$ cat src/swc_pkg.sv
// Shared types and constants for the sync word correlator.
`timescale 1ns / 1ps
package swc_pkg;

    localparam int DATA_W  = 8;
    localparam int DIST_W  = 7;
    localparam int CFG_W   = 64;
    localparam int CODE_MAX = 64;
    localparam int GRP_W   = 8;
    localparam int GRP_N   = CODE_MAX / GRP_W;
    localparam int GRP_CNT_W = 4;

    localparam logic [CFG_W-1:0] MAIN_RESET = 64'hACDD_A4E2_F28C_20FC;
    localparam logic [CFG_W-1:0] ROT_RESET  = 64'hF644_F27B_5BE6_BA56;

    typedef enum logic [0:0] {
        REG_MAIN_CODE = 1'b0,
        REG_ROT_CODE  = 1'b1
    } t_reg_idx;

    typedef struct packed {
        logic              found;
        logic              rot;
        logic [DIST_W-1:0] distance;
    } t_match;

endpackage

$ cat src/swc_hist.sv
// Bit history shift register and saturating fill count.
`timescale 1ns / 1ps
module swc_hist #(
    parameter int CODE_BITS = 64
) (
    input  logic                 i_clk,
    input  logic                 i_rst_n,
    input  logic                 i_shift,
    input  logic                 i_bit,
    output logic [CODE_BITS-1:0] o_hist,
    output logic                 o_full
);
    localparam int CNT_W = $clog2(CODE_BITS + 1);

    logic [CODE_BITS-1:0] r_hist;
    logic [CODE_BITS-1:0] n_hist;
    logic [CNT_W-1:0]     r_cnt;
    logic [CNT_W-1:0]     n_cnt;
    logic                 full;

    assign full = (r_cnt == CNT_W'(CODE_BITS));

    always_comb begin
        n_hist = r_hist;
        n_cnt  = r_cnt;
        if (i_shift) begin
            n_hist = {r_hist[CODE_BITS-2:0], i_bit};
            if (!full) begin
                n_cnt = r_cnt + CNT_W'(1);
            end
        end
    end

    always_ff @(posedge i_clk) begin
        if (!i_rst_n) begin
            r_hist <= '0;
            r_cnt  <= '0;
        end else begin
            r_hist <= n_hist;
            r_cnt  <= n_cnt;
        end
    end

    assign o_hist = r_hist;
    assign o_full = full;

endmodule

$ cat src/swc_match.sv
// Distance check of the history against the main and rotated codes.
`timescale 1ns / 1ps
module swc_match #(
    parameter int CODE_BITS = 64
) (
    input  logic [CODE_BITS-1:0] i_hist,
    input  logic [CODE_BITS-1:0] i_main_code,
    input  logic [CODE_BITS-1:0] i_rot_code,
    output swc_pkg::t_match      o_res
);
    import swc_pkg::*;

    localparam logic [DIST_W-1:0] HALF_DIST = DIST_W'(CODE_BITS / 2);
    localparam logic [DIST_W-1:0] FULL_DIST = DIST_W'(CODE_BITS);

    logic [CODE_BITS-1:0] x_main;
    logic [CODE_BITS-1:0] x_rot;
    logic [CODE_MAX-1:0]  x_pad;
    logic [GRP_CNT_W-1:0] grp_cnt [GRP_N];
    logic [DIST_W-1:0]    pop;
    logic                 half;
    logic                 main_zero;
    logic                 main_ones;
    logic                 rot_zero;
    logic                 rot_ones;

    assign x_main = i_hist ^ i_main_code;
    assign x_rot  = i_hist ^ i_rot_code;
    assign x_pad  = CODE_MAX'(x_main);

    always_comb begin
        for (int g = 0; g < GRP_N; g++) begin
            grp_cnt[g] = '0;
            for (int b = 0; b < GRP_W; b++) begin
                grp_cnt[g] = grp_cnt[g] + GRP_CNT_W'(x_pad[g*GRP_W + b]);
            end
        end
    end

    always_comb begin
        pop = '0;
        for (int g = 0; g < GRP_N; g++) begin
            pop = pop + DIST_W'(grp_cnt[g]);
        end
    end

    assign half      = (pop == HALF_DIST);
    assign main_zero = (x_main == '0);
    assign main_ones = (x_main == '1);
    assign rot_zero  = (x_rot == '0);
    assign rot_ones  = (x_rot == '1);

    always_comb begin
        o_res.rot = half;
        if (half) begin
            o_res.found    = rot_zero | rot_ones;
            o_res.distance = rot_ones ? FULL_DIST : '0;
        end else begin
            o_res.found    = main_zero | main_ones;
            o_res.distance = main_ones ? FULL_DIST : '0;
        end
    end

endmodule

$ cat src/sync_word_correlator_phase_resolve_top.sv
// Top level of the sliding sync word correlator with phase resolution.
//
// Input channel: i_valid / o_stall carry one byte per word; bit 0 is the
// received hard bit. Output channel: o_valid / i_stall carry the byte back
// unchanged with tag_found, tag_distance and rotated_hit.
// Every input word yields exactly one output word; the result register
// takes it from the input stage unless the output is stalled. One word is
// taken per cycle while o_stall is low; the rate is set by the two-stage
// register pipeline (input stage, then correlation into the result register).
// The first CODE_BITS words fill the history and never raise a tag.
// The user writes codes via i_cfg_we / i_cfg_idx / i_cfg_data only while
// the block is idle (not enforced); only the low CODE_BITS bits are used.
// Reset (synchronous, active low) empties the pipeline, clears the
// history and fill count and loads the default codes.
// When the receiver stalls, the result holds; an empty input stage still
// takes one more word, then o_stall rises until the result register drains.
`timescale 1ns / 1ps
module sync_word_correlator_phase_resolve_top #(
    parameter int CODE_BITS = 64
) (
    input  logic                        i_clk,
    input  logic                        i_rst_n,
    input  logic                        i_valid,
    output logic                        o_stall,
    input  logic [swc_pkg::DATA_W-1:0]  i_data_in,
    output logic                        o_valid,
    input  logic                        i_stall,
    output logic [swc_pkg::DATA_W-1:0]  o_data_out,
    output logic                        o_tag_found,
    output logic [swc_pkg::DIST_W-1:0]  o_tag_distance,
    output logic                        o_rotated_hit,
    input  logic                        i_cfg_we,
    input  swc_pkg::t_reg_idx           i_cfg_idx,
    input  logic [swc_pkg::CFG_W-1:0]   i_cfg_data
);
    import swc_pkg::*;

    logic [CODE_BITS-1:0] r_main_code;
    logic [CODE_BITS-1:0] r_rot_code;

    logic                 r_s1_valid;
    logic                 n_s1_valid;
    logic [DATA_W-1:0]    r_s1_data;
    logic [CODE_BITS-1:0] r_s1_hist;
    logic                 r_s1_cmp;

    logic                 r_o_valid;
    logic [DATA_W-1:0]    r_o_data;
    logic                 r_o_found;
    logic [DIST_W-1:0]    r_o_dist;
    logic                 r_o_rot;

    logic                 s1_adv;
    logic                 in_acc;
    logic [CODE_BITS-1:0] hist;
    logic                 full;
    t_match               res;
    logic                 tag;

    assign s1_adv  = !r_o_valid || !i_stall;
    assign o_stall = r_s1_valid && !s1_adv;
    assign in_acc  = i_valid && !o_stall;
    assign n_s1_valid = in_acc || (r_s1_valid && !s1_adv);

    always_ff @(posedge i_clk) begin
        if (!i_rst_n) begin
            r_main_code <= MAIN_RESET[CODE_BITS-1:0];
            r_rot_code  <= ROT_RESET[CODE_BITS-1:0];
        end else if (i_cfg_we) begin
            case (i_cfg_idx)
                REG_MAIN_CODE: r_main_code <= i_cfg_data[CODE_BITS-1:0];
                REG_ROT_CODE:  r_rot_code  <= i_cfg_data[CODE_BITS-1:0];
                default: begin
                end
            endcase
        end
    end

    swc_hist #(
        .CODE_BITS(CODE_BITS)
    ) u_hist (
        .i_clk   (i_clk),
        .i_rst_n (i_rst_n),
        .i_shift (in_acc),
        .i_bit   (i_data_in[0]),
        .o_hist  (hist),
        .o_full  (full)
    );

    always_ff @(posedge i_clk) begin
        if (!i_rst_n) begin
            r_s1_valid <= 1'b0;
        end else begin
            r_s1_valid <= n_s1_valid;
        end
    end

    always_ff @(posedge i_clk) begin
        if (in_acc) begin
            r_s1_data <= i_data_in;
            r_s1_hist <= hist;
            r_s1_cmp  <= full;
        end
    end

    swc_match #(
        .CODE_BITS(CODE_BITS)
    ) u_match (
        .i_hist      (r_s1_hist),
        .i_main_code (r_main_code),
        .i_rot_code  (r_rot_code),
        .o_res       (res)
    );

    assign tag = r_s1_cmp && res.found;

    always_ff @(posedge i_clk) begin
        if (!i_rst_n) begin
            r_o_valid <= 1'b0;
        end else if (s1_adv) begin
            r_o_valid <= r_s1_valid;
        end
    end

    always_ff @(posedge i_clk) begin
        if (s1_adv && r_s1_valid) begin
            r_o_data  <= r_s1_data;
            r_o_found <= tag;
            r_o_dist  <= tag ? res.distance : '0;
            r_o_rot   <= tag && res.rot;
        end
    end

    assign o_valid        = r_o_valid;
    assign o_data_out     = r_o_data;
    assign o_tag_found    = r_o_found;
    assign o_tag_distance = r_o_dist;
    assign o_rotated_hit  = r_o_rot;

    a_tag_dist: assert property (@(posedge i_clk) disable iff (!i_rst_n)
        (o_valid && o_tag_found) |->
            (o_tag_distance == '0 || o_tag_distance == DIST_W'(CODE_BITS)))
        else $error("tag with distance other than match or inverted match");

    a_no_tag_clean: assert property (@(posedge i_clk) disable iff (!i_rst_n)
        (o_valid && !o_tag_found) |-> (o_tag_distance == '0 && !o_rotated_hit))
        else $error("untagged word carries distance or rotated flag");

    a_fill_no_tag: assert property (@(posedge i_clk) disable iff (!i_rst_n)
        (r_s1_valid && s1_adv && !r_s1_cmp) |=> (o_valid && !o_tag_found))
        else $error("tag raised while history is filling");

    a_hold_result: assert property (@(posedge i_clk) disable iff (!i_rst_n)
        (o_valid && i_stall) |=> (o_valid && $stable(o_data_out)))
        else $error("stalled result lost or changed");

endmodule
$ cat config.mk
export PLATFORM = sky130hd
export DESIGN_NAME = sync_word_correlator_phase_resolve_top
export DESIGN_NICKNAME = d
export VERILOG_FILES = /design/src/swc_pkg.sv /design/src/swc_hist.sv /design/src/swc_match.sv /design/src/sync_word_correlator_phase_resolve_top.sv
export SDC_FILE = /design/constraint.sdc
export NUM_CORES = 1
export LEC_CHECK = 0
export BUFFER_PORTS_ARGS = -buffer_cell sky130_fd_sc_hd__buf_4
export CORE_MARGIN = 2
export CORE_UTILIZATION = 29
export DETAILED_ROUTE_END_ITERATION = 7
export PLACE_DENSITY_LB_ADDON = 0.1
export SKIP_CTS_REPAIR_TIMING = 1
export SLEW_MARGIN = 20
export SYNTH_ARGS = -nofsm -noshare
export SYNTH_HDL_FRONTEND = slang
export SYNTH_SLANG_ARGS = --single-unit
$ cat constraint.sdc
create_clock -name i_clk -period 7 [get_ports i_clk]
set_clock_uncertainty 0.05 [all_clocks]
set_input_delay 1.4 -clock i_clk [delete_from_list [all_inputs] [get_ports i_clk]]
set_output_delay 1.4 -clock i_clk [all_outputs]
set_load 0.02 [all_outputs]
## Yosys cells after proc, flatten, opt, wreduce, memory -nomap -nowiden

Index checks and enable logic that the tools add are counted.

- Output and inout port bits: 19
- Input bits: 78
- Logic and storage cells: 107
- Bits in registers: 291

- Eq/ne operators: 4
- Add/subtract/negate cells: 64
- Reductions and logical operators: 16
- Multiplexer cells: 4
- Bitwise operators: 6

Operator list:

| kind | number |
|---|---|
| $add 4x1->4 | 48 |
| $eq 64x64->1 const B | 2 |
| $logic_not 64->1 | 2 |
| $xor 64x64->64 | 2 |
| $add 7x4->7 | 6 |
| $mux 7 | 3 |
| $add 1x1->2 | 8 |
| $add 7x1->7 const B | 1 |
| $eq 7x6->1 const B | 1 |
| $eq 7x7->1 const B | 1 |
| $reduce_and 2->1 | 3 |
| $add 4x4->5 | 1 |
| $logic_and 1x1->1 | 5 |
| $logic_not 1->1 | 4 |
| $logic_or 1x1->1 | 2 |
| $not 1->1 | 2 |
| $or 1x1->1 | 2 |
| $mux 1 | 1 |

## Depth between registers and ports, before layout

- Depth in word-level cells: 19
- Mapped depth: 27
- Gate-level depth less buffers: 27

## Modules after synthesis

Synthesis repeated with hierarchy kept, for this count alone.

- Cells, all modules: 1262
- Area, all modules: 13912.1 µm²

By module, submodules not included:

| module | cells each | seq. area each (µm²) | area each (µm²) | instances |
|---|---|---|---|---|
| sync_word_correlator_phase_resolve_top | 662 | 5305.1 | 7832.5 | 1 |
| swc_match | 348 | 0.0 | 3294.4 | 1 |
| swc_hist | 252 | 1421.4 | 2785.2 | 1 |

## Worst setup path after synthesis

No wires, ideal clock.

- Kind: flip-flop to flip-flop
- Start point: reg r_s1_hist[9]
- End point: reg r_o_dist[6] (netlist: o_tag_distance[6]), data pin
- Data required time: 6.684 ns
- Clock period less this slack: 7.527 ns
- Cell stages (with the launch flop): 23
- Data arrival time: 7.212 ns
- Setup time: 0.266 ns
- Path buffers: 0
- Setup slack: -0.527 ns
- Cells stage by stage: edfxtp_1 xor2_1 inv_1 ha_1 inv_1 fa_1 fa_1 inv_1 fa_1 inv_1 fa_1 fa_1 xor2_1 fa_1 fa_1 fa_1 fa_1 inv_1 fa_1 or4_2 nor3_1 mux2i_1 a21oi_1

- Word-level cells in the longest chain between the ends: 18
- Elaborated cells on any way between the ends: 28
- Classes of those cells: add/sub (14); eq/ne (3); mux (4); bitwise (4); reduce/logical (3)

Ends and longest elaborated chain:

| element | line | source |
|---|---|---|
| from (decl) | sync_word_correlator_phase_resolve_top.sv:44 | `logic [CODE_BITS-1:0] r_s1_hist;` |
| from (signal assigned) | sync_word_correlator_phase_resolve_top.sv:101 | `r_s1_hist <= hist;` |
| $xor 64x64->64 | swc_match.sv:27 | `assign x_main = i_hist ^ i_main_code;` |
| $add 1x1->2 | swc_match.sv:35 | `grp_cnt[g] = grp_cnt[g] + GRP_CNT_W'(x_pad[g*GRP_W + b]);` |
| $add 4x1->4 (6 in series) | swc_match.sv:35 |  |
| $add 4x4->5 | swc_match.sv:43 | `pop = pop + DIST_W'(grp_cnt[g]);` |
| $add 7x4->7 (6 in series) | swc_match.sv:43 |  |
| $eq 7x6->1 | swc_match.sv:47 | `assign half = (pop == HALF_DIST);` |
| $mux 1 | swc_match.sv:55 | `if (half) begin` |
| $logic_and 1x1->1 | sync_word_correlator_phase_resolve_top.sv:115 | `assign tag = r_s1_cmp && res.found;` |
| to (signal assigned) | sync_word_correlator_phase_resolve_top.sv:129 | `r_o_dist <= tag ? res.distance : '0;` |
| to (decl) | sync_word_correlator_phase_resolve_top.sv:50 | `logic [DIST_W-1:0] r_o_dist;` |

Parallel ways exist; a longest one is shown, timed or not.
A chain may end at the register's enable or synchronous reset.

## Final worst setup path

- Start point: reg r_s1_hist[1]
- End point: reg r_o_dist[6] (netlist: o_tag_distance[6]), data pin

The elaborated chain is that of the path after synthesis.

==> flow_metrics.tcl <==
set metrics [dict create \
    status "finished with violations" \
    violations "design-rule violations, negative setup slack" \
    syn_area_sq_um 13760 \
    htreeDepth 2 \
    die_w_um 221.8 \
    critical_path_arrival_ns 7.48 \
    drv_cap 0 \
    clk_path_buf_depth 3 \
    internal_power_mw 5.066 \
    r2r_setup_slack_ns -0.26 \
    ios 97 \
    grt_max_degree 202 \
    drc_errors 3 \
    yosys.area.top_type "dfxtp_1" \
    placed_area_sq_um 15160 \
    die_h_um 221.8 \
    ant_nets 0 \
    async_reset_ff_share_pct 0 \
    critPathLaunchType "register" \
    power.switching_mw 3.048 \
    cp-end-kind "register" \
    seq_area_frac_synth_pct 47.58 \
    clkTransAtPathRegs_ns 0.06 \
    cp_slowest_stage_delay_ns 0.54 \
    synthFlopType "dfxtp_1" \
    power_density_nw_per_um2 496.1 \
    initial_core_util_pct 29.49 \
    n_antenna_cell 0 \
    yosysWarningCount 0 \
    port_buffers 90 \
    synth_cells 1421 \
    layout_worst_path_cycle_share_pct 103.7 \
    core_area_sq_um 46650 \
    firstDrtPassIters 8 \
    synth_top_area_share_pct 29.25 \
    dieArea_sq_um 49200 \
    fin_area_sq_um 16350 \
    insertion_delay_ns 0.53 \
    synth_seq_cells 285 \
    fp-row-count 79 \
    period_needed_ns 7.260 \
    p_sw_share_pct 37.56 \
    grt_usage_pct 16.91 \
    cp_num_buf_inv 5 \
    wl_met3_um 1982 \
    first_iter_violations 606 \
    final_util_pct 35.05 \
    wl_met2_um 18250 \
    grt_pass1_vias 9866 \
    synth_most_common_cell "nand2_1" \
    slew_viol_final 0 \
    grt_pass1_wl_um 62490 \
    synth_edf_count 84 \
    hold_viol_final 0 \
    synth.avg_cell_area_sq_um 9.682 \
    routedWlPerCell_um 19.18 \
    rsz0062_at_grt "true" \
    worst-endpoint-required_ns 7.22 \
    synth.distinct_cells 40 \
    path_cells "xor2_1, inv_1, ha_4, inv_2, fa_1, fa_1, inv_2, fa_2, inv_2, fa_1, fa_2, xor2_2, fa_1, fa_1, fa_1, fa_1, inv_2, fa_1, or4_4, nor3_4, mux2i_1, a21oi_1" \
    drive_gt1_share_pct 12.69 \
    ir_drop_mv 1.127 \
    p_seq_share_pct 22.4 \
    hold-worst-slack_ns 0.3622 \
    setup_ws_ns -0.2602 \
    antenna_found_initial 0 \
    p_leak_nw 6.675 \
    dr.max_layer_used "met4" \
    numCtsBuffers 35 \
    min-delay-path-class "reg2reg" \
    slew_headroom_pct 30.44 \
    pwr-share-comb_pct 55.9 \
    path_common_cell "fa_1" \
    drt-met1-wl_um 19440 \
    synthTopCellsByArea "dfxtp_1 (29%), edfxtp_1 (18%), nand2_1 (11%)" \
    crit_type "reg2reg" \
    cts_root_buf "clkbuf_16" \
    cts_sinks 285 \
    setup_violations 3 \
    synth_common_cells "nand2_1 (397), dfxtp_1 (201), a21boi_0 (123), xor2_1 (109), inv_1 (95)" \
    crit_family "adder cells" \
    gp_congestion 0.8769 \
    vias 9784 \
    fmax_mhz 137.7 \
    clkPwrFrac_pct 21.8 \
    overflow 0 \
    crit_path_top_delay_cell "fa_1" \
    cts_tree "yes" \
    tns_ns -0.5687 \
    routed_wl_um 40970 \
    hpwl_um 29430 \
    area_delta_synth_final_pct 18.87 \
    p_total_mw 8.114 \
    finalNetCount 1683 \
    cp_max_fo 4 \
    via_per_inst 4.581 \
    worst_slew_pin_slew_ns 1.043 \
]
## sequential cells by signal, indices dropped and copies added (netlist names)
name / flops
r_s1_data: 8
u_hist.o_hist: 64
o_tag_found: 1
r_s1_cmp: 1
r_s1_valid: 1
r_s1_hist: 64
o_tag_distance: 1
o_valid: 1
r_main_code: 64
o_rotated_hit: 1
u_hist.r_cnt: 7
o_data_out: 8
r_rot_code: 64
## routing by layer
layer / track usage (%) / vias to the layer above
li1: - / 4818
met1: 23.25 / 4708
met2: 26.32 / 194
met3: 3.565 / 64
met4: 5.841 / 0
met5: 0 / -
## final timing paths
check	cells after the start	start	endpoint
worst max-delay path	22	r_s1_hist[1]$_DFFE_PP_	o_tag_distance[6]$_SDFFCE_PN0P_
worst min-delay path	0	r_s1_data[0]$_DFFE_PP_	o_data_out[0]$_DFFE_PP_
worst max register to register	22	r_s1_hist[1]$_DFFE_PP_	o_tag_distance[6]$_SDFFCE_PN0P_
worst min register to register	0	r_s1_data[0]$_DFFE_PP_	o_data_out[0]$_DFFE_PP_
## cell type report
type / instances / area [sq um]
clock buffers: 52 / 1001
clock inverters: 9 / 98.84
fillers: 4792 / 30300
inverters: 95 / 359.1
multi-input cells: 977 / 6731
flip-flops and latches: 285 / 6546
well taps: 607 / 759.5
repair buffers: 111 / 858.3
## stage by stage
step | cells | setup WS (ns)
6_report | 2136 | -0.2602
5_1_grt | 2136 | -0.5431
4_1_cts | 2135 | -0.2784
3_5_place_dp | 2074 | -0.2599
3_3_place_gp | 2074 | -0.2055
2_1_floorplan | 1426 | -0.01162
## cells in the final DEF, fill, tap and decap left out, drive strengths merged, types with 31 or more instances in the layout
master / n
ha: 49
xnor2: 38
nand2: 397
nor4: 31
nand4: 35
edfxtp: 84
buf: 111
dfxtp: 201
inv: 96
fa: 51
nand3: 74
xor2: 109
clkbuf: 52
a21boi: 123
## cell families after synthesis
| group | share of synthesized area (%) |
|---|---|
| muxes | 0.2183 |
| adders and majority gates | 11.88 |
| other | 0.02726 |
| AOI/OAI and AO/OA | 7.657 |
| and+or+nand+nor | 18.64 |
| xor gates and xnor gates | 9.358 |
| DFF | 47.58 |
| buffers and inverters | 4.638 |
## power by group through the flow
| stage | Sequential (mW) | Combinational, mW | Clock (mW) |
|---|---|---|---|
| floorplan | 1.85 | 2.82 | 0 |
| global placement | 1.85 | 3.85 | 0 |
| detailed placement | 1.85 | 3.89 | 0 |
| CTS | 1.81 | 3.91 | 1.83 |
| global route | 1.82 | 5.06 | 1.90 |
| finish | 1.81 | 4.53 | 1.77 |
No activity file was read; power rests on OpenSTA's default activity.
